[config.mk]
export PLATFORM = sky130hd
export DESIGN_NAME = battery_row_thermal_health_monitor
export DESIGN_NICKNAME = d
export VERILOG_FILES = /design/src/hw/rtl/brthm_pkg.sv /design/src/hw/rtl/battery_row_thermal_health_monitor.sv
export SDC_FILE = /design/constraint.sdc
export NUM_CORES = 1
export LEC_CHECK = 0
export ABC_AREA = 1
export BUFFER_PORTS_ARGS = -buffer_cell sky130_fd_sc_hd__buf_4
export CORE_MARGIN = 2
export CORE_UTILIZATION = 45
export CTS_BUF_LIST = sky130_fd_sc_hd__clkbuf_8
export DETAILED_ROUTE_END_ITERATION = 10
export GPL_TIMING_DRIVEN = 0
export HOLD_SLACK_MARGIN = 0.1
export PLACE_DENSITY_LB_ADDON = 0.15
export SLEW_MARGIN = 20
export SYNTH_ARGS = -nofsm -noshare
export SYNTH_HDL_FRONTEND = slang
export SYNTH_SLANG_ARGS = --single-unit
[constraint.sdc]
create_clock -name aclk -period 6.8 [get_ports aclk]
set_input_delay 1.7 -clock aclk [delete_from_list [all_inputs] [get_ports aclk]]
set_output_delay 1.7 -clock aclk [all_outputs]
set_load 0.005 [all_outputs]
[src/hw/rtl/brthm_pkg.sv]
`timescale 1ns / 1ps

package brthm_pkg;

    // Default geometry
    localparam int ROWS_DEF            = 4;
    localparam int SENSORS_PER_ROW_DEF = 4;

    // Field widths
    localparam int TEMP_W  = 12;
    localparam int TIME_W  = 32;
    localparam int TOUT_W  = 16;
    localparam int SLOT_W  = 4;
    localparam int CFG_IDX_W  = 2;
    localparam int CFG_DATA_W = 16;

    // Register reset values
    localparam logic signed [TEMP_W-1:0] HIGH_THRESHOLD_RST = 12'sd720;
    localparam logic signed [TEMP_W-1:0] LOW_THRESHOLD_RST  = 12'sd640;
    localparam logic [TOUT_W-1:0]        DEAD_TIMEOUT_RST   = 16'd10;

    // Configuration register indexes
    typedef enum logic [CFG_IDX_W-1:0] {
        REG_HIGH_THRESHOLD = 2'd0,
        REG_LOW_THRESHOLD  = 2'd1,
        REG_DEAD_TIMEOUT   = 2'd2
    } cfg_reg_t;

    // Input operations
    typedef enum logic {
        OP_REPORT = 1'b0,
        OP_TICK   = 1'b1
    } op_t;

    // Row conditions
    typedef enum logic [1:0] {
        COND_NORMAL     = 2'd0,
        COND_OVERHEATED = 2'd1,
        COND_DEAD       = 2'd2
    } cond_t;

    // Controller states
    typedef enum logic [1:0] {
        ST_IDLE = 2'd0,
        ST_SCAN = 2'd1,
        ST_DONE = 2'd2
    } state_t;

    typedef struct packed {
        op_t                      opcode;
        logic [SLOT_W-1:0]        sensor_slot;
        logic                     reading_valid;
        logic signed [TEMP_W-1:0] temperature;
    } in_item_t;

    typedef struct packed {
        logic [1:0] row_number;
        logic [1:0] row_condition;
        logic       row_enable;
        logic       last_in_run;
    } out_item_t;

    // One sensor memory entry
    typedef struct packed {
        logic [TIME_W-1:0]        last_seen;
        logic signed [TEMP_W-1:0] temp;
        logic                     present;
    } sens_entry_t;

endpackage

[src/hw/rtl/battery_row_thermal_health_monitor.sv]
`timescale 1ns / 1ps

// Channel   Ports                                Direction  Contents
// s_        s_valid, s_ready, s_data             in         in_item_t (report or tick)
// m_        m_valid, m_ready, m_data             out        out_item_t (one per row)
// cfg_      cfg_valid, cfg_ready, cfg_index/data in         register writes
//
// A sensor report writes the sensor memory in the cycle of the transfer.
// A tick starts a scan that reads the sensors through the single read port of the sensor memory,
// one sensor per cycle, and closes each row with a verdict state (ST_DONE).
// Reset clears time, row states and the per-entry valid bits; an entry never written reads as zero.
// A full output register stalls the scan at the end of a row; after the last row the block
// takes new transfers while that result still waits. The config port is always ready.
module battery_row_thermal_health_monitor
    import brthm_pkg::*;
#(
    parameter int ROWS            = ROWS_DEF,
    parameter int SENSORS_PER_ROW = SENSORS_PER_ROW_DEF
) (
    input  logic                  aclk,
    input  logic                  aresetn,
    input  logic                  s_valid,
    output logic                  s_ready,
    input  in_item_t              s_data,
    output logic                  m_valid,
    input  logic                  m_ready,
    output out_item_t             m_data,
    input  logic                  cfg_valid,
    output logic                  cfg_ready,
    input  logic [CFG_IDX_W-1:0]  cfg_index,
    input  logic [CFG_DATA_W-1:0] cfg_data
);

    localparam int SENSOR_COUNT = ROWS * SENSORS_PER_ROW;
    localparam int AW = (SENSOR_COUNT > 1) ? $clog2(SENSOR_COUNT) : 1;
    localparam int RW = (ROWS > 1) ? $clog2(ROWS) : 1;
    localparam int KW = (SENSORS_PER_ROW > 1) ? $clog2(SENSORS_PER_ROW) : 1;

    // Configuration registers
    logic signed [TEMP_W-1:0] high_thr_reg;
    logic signed [TEMP_W-1:0] low_thr_reg;
    logic [TOUT_W-1:0]        timeout_reg;

    // Control state
    state_t            state_reg, state_next;
    logic [TIME_W-1:0] time_now_reg, time_now_next;
    logic [RW-1:0]     row_reg, row_next;
    logic [KW-1:0]     k_reg, k_next;
    logic [AW-1:0]     sens_reg, sens_next;
    logic              pend_reg, pend_next;
    logic              acc_dead_reg, acc_dead_next;
    logic              acc_hi_reg, acc_hi_next;
    logic              acc_lo_reg, acc_lo_next;
    cond_t             row_state_reg [ROWS];
    logic [SENSOR_COUNT-1:0] ent_valid_reg;
    logic              m_valid_reg, m_valid_next;
    out_item_t         m_data_reg, m_data_next;

    // Sensor memory
    sens_entry_t sens_mem [SENSOR_COUNT];
    sens_entry_t rd_data_reg;
    logic        rd_ok_reg;
    sens_entry_t rd_ent;

    // Strobes
    logic        in_xfer;
    logic        tick_xfer;
    logic        mem_we;
    logic        rd_en;
    logic        out_load;
    logic        out_free;
    logic        row_last_k;
    logic        last_row;
    logic [8:0]  slot_ext;
    logic [AW+SLOT_W-1:0] slot_wide;
    logic [AW-1:0] wr_addr;
    sens_entry_t wr_ent;
    logic [TIME_W-1:0] age;
    logic        s_dead, s_hi, s_lo;
    logic        fin_dead, fin_hi, fin_lo;
    cond_t       st_base, st_new;
    logic [RW+1:0] row_ext;

    assign cfg_ready = 1'b1;
    assign m_valid   = m_valid_reg;
    assign m_data    = m_data_reg;

    // Write configuration registers
    always_ff @(posedge aclk) begin
        if (!aresetn) begin
            high_thr_reg <= HIGH_THRESHOLD_RST;
            low_thr_reg  <= LOW_THRESHOLD_RST;
            timeout_reg  <= DEAD_TIMEOUT_RST;
        end else if (cfg_valid) begin
            case (cfg_index)
                REG_HIGH_THRESHOLD: high_thr_reg <= cfg_data[TEMP_W-1:0];
                REG_LOW_THRESHOLD:  low_thr_reg  <= cfg_data[TEMP_W-1:0];
                REG_DEAD_TIMEOUT:   timeout_reg  <= cfg_data;
                default: ;
            endcase
        end
    end

    // Decode the input transfer
    assign in_xfer   = s_valid && s_ready;
    assign tick_xfer = in_xfer && (s_data.opcode == OP_TICK);
    assign slot_ext  = {5'b0, s_data.sensor_slot};
    assign slot_wide = {{AW{1'b0}}, s_data.sensor_slot};
    assign wr_addr   = slot_wide[AW-1:0];
    assign mem_we    = in_xfer && (s_data.opcode == OP_REPORT)
                       && (slot_ext < 9'(SENSOR_COUNT));

    // Build the entry written by a report
    always_comb begin
        if (s_data.reading_valid) begin
            wr_ent.last_seen = time_now_reg;
            wr_ent.temp      = s_data.temperature;
            wr_ent.present   = 1'b1;
        end else begin
            wr_ent.last_seen = time_now_reg - {15'b0, timeout_reg, 1'b0};
            wr_ent.temp      = '0;
            wr_ent.present   = 1'b0;
        end
    end

    // Sensor memory: one write port, one registered read port
    always_ff @(posedge aclk) begin
        if (mem_we) begin
            sens_mem[wr_addr] <= wr_ent;
        end
        if (rd_en) begin
            rd_data_reg <= sens_mem[sens_reg];
        end
    end

    // Track written entries; an unwritten entry reads as zero
    always_ff @(posedge aclk) begin
        if (!aresetn) begin
            ent_valid_reg <= '0;
            rd_ok_reg     <= 1'b0;
        end else begin
            if (mem_we) begin
                ent_valid_reg[wr_addr] <= 1'b1;
            end
            if (rd_en) begin
                rd_ok_reg <= ent_valid_reg[sens_reg];
            end
        end
    end

    assign rd_ent = rd_ok_reg ? rd_data_reg : '0;

    // Judge the sensor on the read port
    assign age    = time_now_reg - rd_ent.last_seen;
    assign s_dead = age > {16'b0, timeout_reg};
    assign s_hi   = rd_ent.present && (rd_ent.temp > high_thr_reg);
    assign s_lo   = rd_ent.present && (rd_ent.temp > low_thr_reg);

    // Fold in the last sensor of the row
    assign fin_dead = acc_dead_reg || s_dead;
    assign fin_hi   = acc_hi_reg || s_hi;
    assign fin_lo   = acc_lo_reg || s_lo;

    // Row verdict with hysteresis; a dead row restarts as normal
    always_comb begin
        st_base = (row_state_reg[row_reg] == COND_DEAD) ? COND_NORMAL : row_state_reg[row_reg];
        if (fin_dead) begin
            st_new = COND_DEAD;
        end else if (st_base == COND_NORMAL) begin
            st_new = fin_hi ? COND_OVERHEATED : COND_NORMAL;
        end else begin
            st_new = fin_lo ? COND_OVERHEATED : COND_NORMAL;
        end
    end

    assign row_last_k = (k_reg == KW'(SENSORS_PER_ROW - 1));
    assign last_row   = (row_reg == RW'(ROWS - 1));
    assign out_free   = !m_valid_reg || m_ready;
    assign row_ext    = {2'b0, row_reg};

    // Next state
    always_comb begin
        state_next = state_reg;
        case (state_reg)
            ST_IDLE: begin
                if (tick_xfer) begin
                    state_next = ST_SCAN;
                end
            end
            ST_SCAN: begin
                if (row_last_k) begin
                    state_next = ST_DONE;
                end
            end
            ST_DONE: begin
                if (out_free) begin
                    state_next = last_row ? ST_IDLE : ST_SCAN;
                end
            end
            default: state_next = ST_IDLE;
        endcase
    end

    // State outputs
    always_comb begin
        s_ready  = 1'b0;
        rd_en    = 1'b0;
        out_load = 1'b0;
        case (state_reg)
            ST_IDLE: s_ready  = 1'b1;
            ST_SCAN: rd_en    = 1'b1;
            ST_DONE: out_load = out_free;
            default: ;
        endcase
    end

    // Counters, accumulators and output register
    always_comb begin
        time_now_next = time_now_reg;
        row_next      = row_reg;
        k_next        = k_reg;
        sens_next     = sens_reg;
        pend_next     = pend_reg;
        acc_dead_next = acc_dead_reg;
        acc_hi_next   = acc_hi_reg;
        acc_lo_next   = acc_lo_reg;
        m_valid_next  = m_valid_reg && !m_ready;
        m_data_next   = m_data_reg;

        if (tick_xfer) begin
            time_now_next = time_now_reg + 32'd1;
            row_next      = '0;
            k_next        = '0;
            sens_next     = '0;
            pend_next     = 1'b0;
            acc_dead_next = 1'b0;
            acc_hi_next   = 1'b0;
            acc_lo_next   = 1'b0;
        end

        if (rd_en) begin
            pend_next = 1'b1;
            k_next    = row_last_k ? k_reg : k_reg + KW'(1);
            sens_next = sens_reg + AW'(1);
            if (pend_reg) begin
                acc_dead_next = fin_dead;
                acc_hi_next   = fin_hi;
                acc_lo_next   = fin_lo;
            end
        end

        if (out_load) begin
            m_valid_next              = 1'b1;
            m_data_next.row_number    = row_ext[1:0];
            m_data_next.row_condition = st_new;
            m_data_next.row_enable    = (st_new == COND_NORMAL);
            m_data_next.last_in_run   = last_row;
            row_next      = last_row ? row_reg : row_reg + RW'(1);
            k_next        = '0;
            pend_next     = 1'b0;
            acc_dead_next = 1'b0;
            acc_hi_next   = 1'b0;
            acc_lo_next   = 1'b0;
        end
    end

    // Control registers
    always_ff @(posedge aclk) begin
        if (!aresetn) begin
            state_reg    <= ST_IDLE;
            time_now_reg <= '0;
            row_reg      <= '0;
            k_reg        <= '0;
            sens_reg     <= '0;
            pend_reg     <= 1'b0;
            acc_dead_reg <= 1'b0;
            acc_hi_reg   <= 1'b0;
            acc_lo_reg   <= 1'b0;
            m_valid_reg  <= 1'b0;
        end else begin
            state_reg    <= state_next;
            time_now_reg <= time_now_next;
            row_reg      <= row_next;
            k_reg        <= k_next;
            sens_reg     <= sens_next;
            pend_reg     <= pend_next;
            acc_dead_reg <= acc_dead_next;
            acc_hi_reg   <= acc_hi_next;
            acc_lo_reg   <= acc_lo_next;
            m_valid_reg  <= m_valid_next;
        end
    end

    // Output payload
    always_ff @(posedge aclk) begin
        m_data_reg <= m_data_next;
    end

    // Row state store
    always_ff @(posedge aclk) begin
        if (!aresetn) begin
            for (int r = 0; r < ROWS; r++) begin
                row_state_reg[r] <= COND_NORMAL;
            end
        end else if (out_load) begin
            row_state_reg[row_reg] <= st_new;
        end
    end

    // Reports never land while a scan reads the memory
    assert property (@(posedge aclk) disable iff (!aresetn)
        mem_we |-> (state_reg == ST_IDLE))
        else $error("sensor memory written during a scan");

    // A tick starts a scan at the first sensor
    assert property (@(posedge aclk) disable iff (!aresetn)
        tick_xfer |=> (state_reg == ST_SCAN) && (sens_reg == '0) && (row_reg == '0))
        else $error("tick did not start the scan at sensor zero");

    // A tick advances time by exactly one
    assert property (@(posedge aclk) disable iff (!aresetn)
        tick_xfer |=> (time_now_reg == $past(time_now_reg) + 32'd1))
        else $error("time did not advance on tick");

    // The result for the last row ends the scan
    assert property (@(posedge aclk) disable iff (!aresetn)
        (out_load && last_row) |=> (state_reg == ST_IDLE) && m_valid_reg
                                   && m_data_reg.last_in_run)
        else $error("scan did not end after the last row");

endmodule

==> impl_metrics.env, run 1 <==
export IMPL_post_cts_resized=0
export IMPL_rsz0062_at_grt="no"
export IMPL_finalCriticalPeriod_ns=4.63
export IMPL_worst_r2r_cell_count=24
export IMPL_crit_path_end_kind="flop"
export IMPL_drtAntennaViolNets=0
export IMPL_numCtsBuffers=147
export IMPL_p_per_area_nw_per_um2=254
export IMPL_clockBufferDepth=3
export IMPL_grt_pass1_wl_um=184000
export IMPL_criticalPathCategory="flop to flop"
export IMPL_clock_sinks=881
export IMPL_routed_wl_um=129000
export IMPL_synth_nets=3600
export IMPL_die_area_sq_um=89300
export IMPL_slew_limit_headroom=0.171
export IMPL_fin_setup_tns_ns=0
export IMPL_p_leak_nw=16.4
export IMPL_rr_startpoint="time_now_reg[0]"
export IMPL_clk_latency_ns=0.84
export IMPL_cts_tree="done"
export IMPL_first_global_vias=27100
export IMPL_hp_class="flop to flop"
export IMPL_largest_register_ffs=720
export IMPL_cts_reportedPaths_clkPinSlew_ns=0.06
export IMPL_drt_pass1_iter_count=5
export IMPL_path_buf_inv=3
export IMPL_worstPathRequired_ns=7.47
export IMPL_fmax_mhz=216
export IMPL_drv_cap=0
export IMPL_grtUsageTotal=0.285
export IMPL_die_h_um=299
export IMPL_min_from="low_thr_reg[5]"
export IMPL_worstMarginPinSlew_ns=1.24
export IMPL_setup_viol=0
export IMPL_grt_start_max_net_pins=33
export IMPL_cp_start_kind="flop"
export IMPL_fillers=7676
export IMPL_numPlacedInstances=4724
export IMPL_fin_cells=4998
export IMPL_syn_inst=3464
export IMPL_ir_worst_vdd_v=0.000184
export IMPL_path_max_fanout=18
export IMPL_cpMostUsedCell="nand2_1"
export IMPL_final_cell_area_sq_um=45000
export IMPL_reg2reg_slack_ns=2.17
export IMPL_viasPerCell=5.74
export IMPL_dr_first_iter_drc_count=3414
export IMPL_holdBufCountCts=0
export IMPL_hpwl_um=89400
export IMPL_async_flop_share=0
export IMPL_drc=0
export IMPL_die_x_um=299
export IMPL_start_util=0.452
export IMPL_ios=50
export IMPL_power_total_w=0.0114
export IMPL_synth_cell_types=51
export IMPL_ys_seq_area_frac=0.650
export IMPL_path_cells="inv_1 > ha_1 > fa_1 > inv_1 > nand2_1 > nand2_1 > nand3_1 > nand2_1 > nand2_1 > nand2_1 > xor2_1 > ha_1 > nand2_1 > inv_1 > nand3_1 > nor2_1 > nand3_1 > nand2_1 > nand3_1 > nor2_1 > nand2_1 > nor2_2 > nand3_2 > nor2_1"
export IMPL_post_cts_buffers=0
export IMPL_cp_slowest_cell="dfxtp_1"
export IMPL_area_growth_pct=15.2
export IMPL_htreeDepth=4
export IMPL_avgRoutedWirePerCell_um=25.7
export IMPL_post_route_period_util=0.681
export IMPL_cp_arrival_ns=5.30
export IMPL_syn_area_sq_um=39100
export IMPL_path_depth=24
export IMPL_slowest_delay_ns=0.88
export IMPL_synth_flop_cell="edfxtp_1"
export IMPL_r2r_end="row_state_reg[3][0]"
export IMPL_gp_congestion=0.939
export IMPL_avgSynthCellArea_sq_um=11.3
export IMPL_vias=28700
export IMPL_overflow=0
export IMPL_fin_skew_ns=0.0648
export IMPL_antenna_found_initial=9
export IMPL_run_status="finished clean"
export IMPL_crit_start="time_now_reg[0]"
export IMPL_num_nets_final=3854
export IMPL_cts_root_buf="clkbuf_8"
export IMPL_layout_drive_gt1_share=0.0968
export IMPL_fp_row_count=108
export IMPL_maxSlewViolCount=0
export IMPL_place_area_sq_um=42300
export IMPL_synth_edf_count=775
export IMPL_io_buffers=48
export IMPL_synth_warnings=0
export IMPL_endpoint="row_state_reg[3][0]"
export IMPL_hold_violations=0
export IMPL_synth_seq_cells=881
export IMPL_critPathTopFamily="simple AND/OR/NAND/NOR gates"
export IMPL_coreArea_sq_um=86500
[layer usage]
layer  vias up  track usage  share of wire
met5         -            0        0.00036
met1     14000        0.388           0.41
met2      1459        0.457           0.46
met3       278       0.0573          0.097
met4         8        0.103          0.034
li1      12900            -              -
[worst reg2reg max path: cells and delay by family, from the launching register on]
kind / cells / cell delay (ns)
DFF: 1 / 0.88
xor gates and xnor gates: 1 / 0.12
and+or+nand+nor: 17 / 2.16
buffers and inverters: 3 / 0.36
adders and majority gates: 3 / 0.99
[worst min path at each step]
stage	endpoint	slack, ns	depth (start not counted)
2_1_floorplan	ent_valid_reg[14]	0.43	2
3_3_place_gp	ent_valid_reg[14]	0.45	2
3_5_place_dp	high_thr_reg[1]	0.46	2
4_1_cts	high_thr_reg[3]	0.47	2
5_1_grt	high_thr_reg[2]	0.49	2
6_report	low_thr_reg[5]	0.46	2
[metrics by stage]
step	util	hold WS [ns]	setup slack [ns]
floorplan	-	0.435	2.32
global placement	0.473	0.447	-0.901
detailed placement	0.489	0.456	2.14
CTS	0.520	0.465	2.11
global route	0.521	0.489	1.88
finish	0.521	0.463	2.17
[placed cells by master (no fill, tap or decap), types with 20 or more instances in the layout]
| cell type | netlist | final |
|---|---|---|
| mux2i_1 | 131 | 131 |
| clkbuf_8 | 0 | 153 |
| o21ai_0 | 272 | 258 |
| o211ai_1 | 63 | 63 |
| clkinv_1 | 1 | 35 |
| inv_1 | 301 | 356 |
| nor2_4 | 4 | 20 |
| clkbuf_1 | 138 | 136 |
| nor2_1 | 456 | 440 |
| ha_1 | 93 | 93 |
| a21oi_1 | 116 | 116 |
| edfxtp_1 | 775 | 775 |
| nand3_1 | 119 | 119 |
| buf_4 | 1 | 56 |
| buf_16 | 0 | 23 |
| dfxtp_1 | 106 | 106 |
| xor2_1 | 33 | 26 |
| o32ai_1 | 49 | 49 |
| nor3_1 | 32 | 32 |
| buf_12 | 0 | 22 |
| nand2_1 | 524 | 524 |
| o221ai_1 | 131 | 131 |
[where the power goes]
group          internal, W  leakage, nW  switching (W)  total (W)
Combinational     0.000301         6.90       0.000757    0.00106
Sequential         0.00596         7.93      0.0000269    0.00599
Clock              0.00216         1.60        0.00223    0.00439
Total              0.00843         16.4        0.00302     0.0114
[final cells by class]
type                       count  area, sq um  area share
antenna                        1         2.50   0.0000556
buffer                       170          669      0.0149
clock buffer                 153         2110      0.0468
clock inverter               120          617      0.0137
inverter                     305         1150      0.0255
multi-input combinational   2108        12100       0.269
sequential                   881        25400       0.564
tap                         1155         1450      0.0321
timing repair buffer         105         1540      0.0343
[cells by family after synthesis]
| logic type | count (synthesis) | share of synthesized area |
|---|---|---|
| buffers and inverters | 475 | 0.0462 |
| other | 1 | 0.0000959 |
| AND/OR/NAND/NOR | 1189 | 0.125 |
| XOR/XNOR | 40 | 0.00896 |
| AO/OA/AOI/OAI | 652 | 0.106 |
| flip-flops | 881 | 0.650 |
| multiplexers | 131 | 0.0335 |
| adder cells (fa/ha/maj) | 95 | 0.0308 |
[Yosys cell counts (16+ instances only)]
cell / instances / area (sq um)
ha_1: 93 / 1160
nor3_1: 32 / 160
nand3_1: 119 / 596
buf_2: 16 / 80.1
inv_1: 301 / 1130
dfxtp_1: 106 / 2120
nor2_1: 456 / 1710
o221ai_1: 131 / 1150
o211ai_1: 63 / 473
edfxtp_1: 775 / 23300
o32ai_1: 49 / 429
nand2_1: 524 / 1970
a21oi_1: 116 / 581
mux2i_1: 131 / 1310
clkbuf_1: 138 / 518
o21ai_0: 272 / 1360
xor2_1: 33 / 289
Note: power is estimated with default switching activity, not from simulation.
==> run 2: changes to the inputs <==
- ABC_AREA: 1 -> 0
- clock period: 6.8 -> 4.6 ns (I/O delays scaled with it)
==> impl_metrics.env, run 2 <==
export IMPL_num_nets_final=2615
export IMPL_clockBufferDepth=3
export IMPL_ys_seq_area_frac=0.679
export IMPL_antenna_found_initial=3
export IMPL_layout_commonest_cell="edfxtp_1"
export IMPL_worstPathRequired_ns=5.22
export IMPL_cts_root_buf="clkbuf_8"
export IMPL_numCtsBuffers=144
export IMPL_cts_reportedPaths_clkPinSlew_ns=0.06
export IMPL_syn_inst=2213
export IMPL_holdBufCountCts=0
export IMPL_cp_start_kind="flop"
export IMPL_synth_edf_count=775
export IMPL_final_cell_area_sq_um=43600
export IMPL_synth_seq_cells=881
export IMPL_maxSlewViolCount=0
export IMPL_hp_class="flop to flop"
export IMPL_min_from="ent_valid_reg[12]"
export IMPL_rsz0062_at_grt="yes"
export IMPL_place_area_sq_um=40600
export IMPL_synth_flop_cell="edfxtp_1"
export IMPL_ys_top_cells_by_count="edfxtp_1, mux4_2, nand2_1"
export IMPL_htreeDepth=4
export IMPL_cp_arrival_ns=5.62
export IMPL_async_flop_share=0
export IMPL_dp_slack_ns=-1.01
export IMPL_syn_area_sq_um=37400
export IMPL_dr_first_iter_drc_count=1738
export IMPL_gp_congestion=0.893
export IMPL_layout_drive_gt1_share=0.249
export IMPL_die_area_sq_um=85400
export IMPL_die_x_um=292
export IMPL_drtAntennaViolNets=0
export IMPL_viasPerCell=5.77
export IMPL_p_leak_nw=14.8
export IMPL_drt_pass1_iter_count=5
export IMPL_grt_pass1_wl_um=139000
export IMPL_hold_violations=0
export IMPL_drv_cap=0
export IMPL_cts_tree="done"
export IMPL_drc=0
export IMPL_grtUsageTotal=0.223
export IMPL_criticalPathCategory="flop to flop"
export IMPL_path_cells="and2_4 > ha_4 > fa_2 > nand2b_4 > a21o_1 > a21oi_4 > nand2_1 > nand2_2 > a41oi_2 > xnor2_1 > ha_1 > nand3_2 > or4_4 > o311ai_4 > o2111ai_2 > or4b_1 > or4_4 > nor4b_4"
export IMPL_setup_ws_ns=-0.401
export IMPL_grt_start_max_net_pins=31
export IMPL_synth_area_leader_cell="edfxtp_1"
export IMPL_start_util=0.455
export IMPL_ir_worst_vdd_v=0.000315
export IMPL_path_max_fanout=8
export IMPL_routed_wl_um=94000
export IMPL_post_route_period_util=1.09
export IMPL_synth_nets=2349
export IMPL_worstMarginPinSlew_ns=1.10
export IMPL_setup_viol=8
export IMPL_failed_checks="setup timing"
export IMPL_hpwl_um=65700
export IMPL_ios=50
export IMPL_clk_latency_ns=0.80
export IMPL_largest_register_ffs=720
export IMPL_area_growth_pct=16.5
export IMPL_coreArea_sq_um=82200
export IMPL_avgRoutedWirePerCell_um=25.7
export IMPL_yosys_cell_count_top_type="edfxtp_1"
export IMPL_vias=21100
export IMPL_p_per_area_nw_per_um2=370
export IMPL_crit_start="rd_data_reg[13]"
export IMPL_fmax_mhz=200
export IMPL_synthTopCellsByArea="edfxtp_1, mux4_2, dfxtp_1, ha_1, nand2_1"
export IMPL_io_buffers=47
export IMPL_final_cell_mix="edfxtp_1, mux4_2, nand2_1"
export IMPL_utilization=0.530
export IMPL_slew_limit_headroom=0.266
export IMPL_slowest_delay_ns=0.55
export IMPL_netlist_area_leader_share=0.622
export IMPL_fp_row_count=105
export IMPL_cp_slowest_cell="or4_4"
export IMPL_run_status="finished with violations"
export IMPL_clock_sinks=881
export IMPL_synth_cell_types=78
export IMPL_cpMostUsedCell="or4_4"
export IMPL_overflow=0
export IMPL_synth_warnings=0
export IMPL_rr_startpoint="rd_data_reg[13]"
export IMPL_finalCriticalPeriod_ns=5.00
export IMPL_die_h_um=292
export IMPL_crit_path_end_kind="flop"
export IMPL_fin_skew_ns=0.0320
export IMPL_first_global_vias=21600
export IMPL_avgSynthCellArea_sq_um=16.9
## run 2: cell types whose count changed in the layout (fill, tap and decap cells not counted), moves of 129 or more
cell / before / now
nand2_1: 524 / 185
o221ai_1: 131 / 0
mux4_2: 0 / 231
inv_1: 356 / 106
nor2_1: 440 / 59
mux2i_1: 131 / 2
o21ai_0: 258 / 41
## run 2: kinds of logic after synthesis
kind of cell	Yosys count	synth area share
buf+inv	162	0.0169
fa+ha+maj	95	0.0322
other cells	1	0.000100
compound gates	281	0.0501
mux	239	0.141
xor+xnor	72	0.0171
simple gates	482	0.0633
flops	881	0.679
## run 2: per-stage QoR
step	cells	power [W]	hold WS, ns	setup TNS, ns
after floorplan	2213	0.00952	0.435	-0.0155
after global placement	3330	0.00981	0.441	-1589.54
after detailed placement	3395	0.00987	0.454	-7.57
after CTS	3658	0.0163	0.466	-1.99
after global routing	3662	0.0167	0.477	-3.63
final	3663	0.0161	0.466	-2.70
## run 2: path summary, 6_finish.rpt
path | to | slack (ns) | cells after the start
hold reg to reg | ent_valid_reg[12] | 0.47 | 1
hold / removal | ent_valid_reg[12] | 0.47 | 1
setup / recovery | row_state_reg[0][0] | -0.40 | 18
setup reg to reg | row_state_reg[0][0] | -0.40 | 18
## run 2: critical path: cells and delay by family (launching register included)
| family | cells | cell delay, ns |
|---|---|---|
| and+or+nand+nor | 9 | 2.43 |
| DFF | 1 | 0.45 |
| adders and majority gates | 3 | 0.85 |
| AOI/OAI and AO/OA | 5 | 0.96 |
| xor gates and xnor gates | 1 | 0.16 |
## run 2: power by group
group	internal, W	switching [W]	leakage (nW)	total (W)
combinational	0.000357	0.000527	5.23	0.000885
sequential	0.00880	0.0000437	8.01	0.00884
clock	0.00328	0.00310	1.54	0.00638
total	0.0124	0.00367	14.8	0.0161
## run 2: repair_timing
item                                    4_1_cts  5_1_grt
resized for setup                            21        9
buffers inserted                              7        2
endpoints found under the setup margin        8       24
endpoints found under the hold margin         0        0
cloned                                        0        0
pin swaps                                     9        2
## run 2: cell type report
type | count | area, sq um
well taps | 1070 | 1340
repair buffers | 122 | 1680
multi-input cells | 1170 | 11800
fillers | 6588 | 38700
clock buffers | 150 | 2060
flip-flops and latches | 881 | 25400
plain buffers | 102 | 437
diodes | 2 | 5.00
inverters | 58 | 218
clock inverters | 108 | 624
## run 2: layer usage
| metal | vias up | global-route usage | part of all wire |
|---|---|---|---|
| met2 | 711 | 0.355 | 0.47 |
| met4 | 0 | 0.0634 | 0.026 |
| met3 | 151 | 0.0382 | 0.063 |
| met5 | - | 0 | 0 |
| li1 | 9308 | - | - |
| met1 | 11000 | 0.320 | 0.44 |
==> run 3: changes to the inputs <==
- SETUP_SLACK_MARGIN: unset -> 0.3
==> impl_metrics.env, run 3 (synthesis results as in run 2) <==
export IMPL_power_frac_seq=0.547
export IMPL_worstPathRequired_ns=5.23
export IMPL_fin_skew_ns=0.0400
export IMPL_drc=0
export IMPL_final_cell_mix="edfxtp_1, mux4_2, nand2_1"
export IMPL_grt_start_max_net_pins=38
export IMPL_area_growth_pct=17.0
export IMPL_numPlacedInstances=3393
export IMPL_ios=50
export IMPL_numCtsBuffers=144
export IMPL_p_sw_w=0.00368
export IMPL_critPathTopFamily="simple AND/OR/NAND/NOR gates"
export IMPL_avgRoutedWirePerCell_um=25.5
export IMPL_crit_path_end_kind="flop"
export IMPL_fillers=6579
export IMPL_fmax_mhz=198
export IMPL_path_cells="and2_4 > ha_4 > fa_2 > nand2b_4 > a21o_4 > a21oi_4 > nand2_2 > nand2_2 > a41oi_2 > xnor2_2 > ha_1 > nand3_2 > or4_4 > o311ai_4 > o2111ai_2 > or4b_1 > or4_4 > buf_8 > nor4b_2"
export IMPL_run_status="finished with violations"
export IMPL_maxSlewViolCount=0
export IMPL_num_nets_final=2621
export IMPL_clk_latency_ns=0.81
export IMPL_layout_drive_gt1_share=0.253
export IMPL_path_buf_inv=1
export IMPL_fp_row_count=105
export IMPL_ir_worst_vdd_v=0.000279
export IMPL_htreeDepth=4
export IMPL_cp_start_kind="flop"
export IMPL_worstMarginPinSlew_ns=1.15
export IMPL_grtUsageTotal=0.222
export IMPL_vias=21100
export IMPL_path_max_fanout=8
export IMPL_finalCriticalPeriod_ns=5.05
export IMPL_coreArea_sq_um=82200
export IMPL_slew_limit_headroom=0.234
export IMPL_p_comb_frac=0.057
export IMPL_largest_register_ffs=720
export IMPL_die_area_sq_um=85400
export IMPL_drt_pass1_iter_count=5
export IMPL_first_global_vias=21600
export IMPL_hp_class="flop to flop"
export IMPL_rsz0062_at_grt="yes"
export IMPL_cts_tree="done"
export IMPL_die_x_um=292
export IMPL_clock_sinks=881
export IMPL_start_util=0.455
export IMPL_dr_first_iter_drc_count=1884
export IMPL_cts_reportedPaths_clkPinSlew_ns=0.06
export IMPL_p_leak_nw=14.9
export IMPL_gp_congestion=0.861
export IMPL_drtAntennaViolNets=0
export IMPL_cts_root_buf="clkbuf_8"
export IMPL_die_h_um=292
export IMPL_internal_power_w=0.0125
export IMPL_fin_cells=3671
export IMPL_clockPowerShare=0.397
export IMPL_layout_commonest_cell="edfxtp_1"
export IMPL_swShare=0.228
export IMPL_setup_ws_ns=-0.451
export IMPL_setup_viol=8
export IMPL_power_total_w=0.0162
export IMPL_antenna_found_initial=5
export IMPL_slowest_delay_ns=0.52
export IMPL_viasPerCell=5.75
export IMPL_cp_slowest_cell="or4_4"
export IMPL_clockBufferDepth=3
export IMPL_grt_pass1_wl_um=138000
export IMPL_hold_violations=0
export IMPL_cp_arrival_ns=5.68
export IMPL_overflow=0
export IMPL_routed_wl_um=93700
export IMPL_criticalPathCategory="flop to flop"
export IMPL_failed_checks="setup timing"
export IMPL_drv_cap=0
export IMPL_hpwl_um=65800
export IMPL_io_buffers=47
export IMPL_post_route_period_util=1.10
export IMPL_holdBufCountCts=0
export IMPL_p_per_area_nw_per_um2=370
## run 3: layer usage
metal	GRT usage	vias to the layer above	wire, um
li1	-	9303	-
met1	0.309	10900	40400
met2	0.364	710	45600
met3	0.0385	137	5940
met4	0.0605	4	1690
met5	0	-	14
## run 3: power by group through the flow
| stage | clock [W] | sequential (W) | combinational [W] |
|---|---|---|---|
| after global routing | 0.00692 | 0.00884 | 0.000985 |
| after detailed placement | 0 | 0.00901 | 0.000863 |
| after global placement | 0 | 0.00902 | 0.000791 |
| after CTS | 0.00659 | 0.00884 | 0.000898 |
| final | 0.00642 | 0.00884 | 0.000915 |
| after floorplan | 0 | 0.00899 | 0.000528 |
## run 3: tightest hold or removal path: cells and delay by family (launching register included)
family	cells	cell delay (ns)
DFF	1	0.31
AOI/OAI and AO/OA	1	0.06
and+or+nand+nor	1	0.05
## run 3: layout make-up
type	instances	area [sq um]	share of cell area
multi-input cells	1170	11900	0.272
diodes	1	2.50	0.0000572
flip-flops and latches	881	25400	0.580
well taps	1070	1340	0.0306
clock inverters	109	623	0.0142
plain buffers	104	487	0.0111
repair buffers	126	1690	0.0386
inverters	58	218	0.00497
clock buffers	152	2090	0.0478
## run 3: worst paths after layout
check,to,start,slack (ns),depth (start not counted)
worst max-delay path,row_state_reg[0][0],rd_data_reg[13],-0.45,19
worst min-delay path,high_thr_reg[3],high_thr_reg[3],0.47,2
worst max register to register,row_state_reg[0][0],rd_data_reg[13],-0.45,19
worst min register to register,high_thr_reg[3],high_thr_reg[3],0.47,2
## run 3: repair_timing
item / in CTS / in global routing
pin swaps: 6 / 14
gates resized for setup: 34 / 19
endpoints found under the setup margin: 72 / 88
setup buffers: 8 / 8
## run 3: per-stage QoR
| step | cell area [sq um] | setup slack (ns) | hold WS (ns) | TNS (ns) | util |
|---|---|---|---|---|---|
| after global routing | 43800 | -0.656 | 0.469 | -4.46 | 0.532 |
| after CTS | 43500 | -0.516 | 0.465 | -3.50 | 0.529 |
| after global placement | 39200 | -2.35 | 0.443 | -1503.24 | 0.476 |
| after detailed placement | 40600 | -1.08 | 0.452 | -8.15 | 0.493 |
| after floorplan | 37500 | -0.0154 | 0.435 | -0.0154 | - |
| final | 43800 | -0.451 | 0.465 | -3.09 | 0.532 |
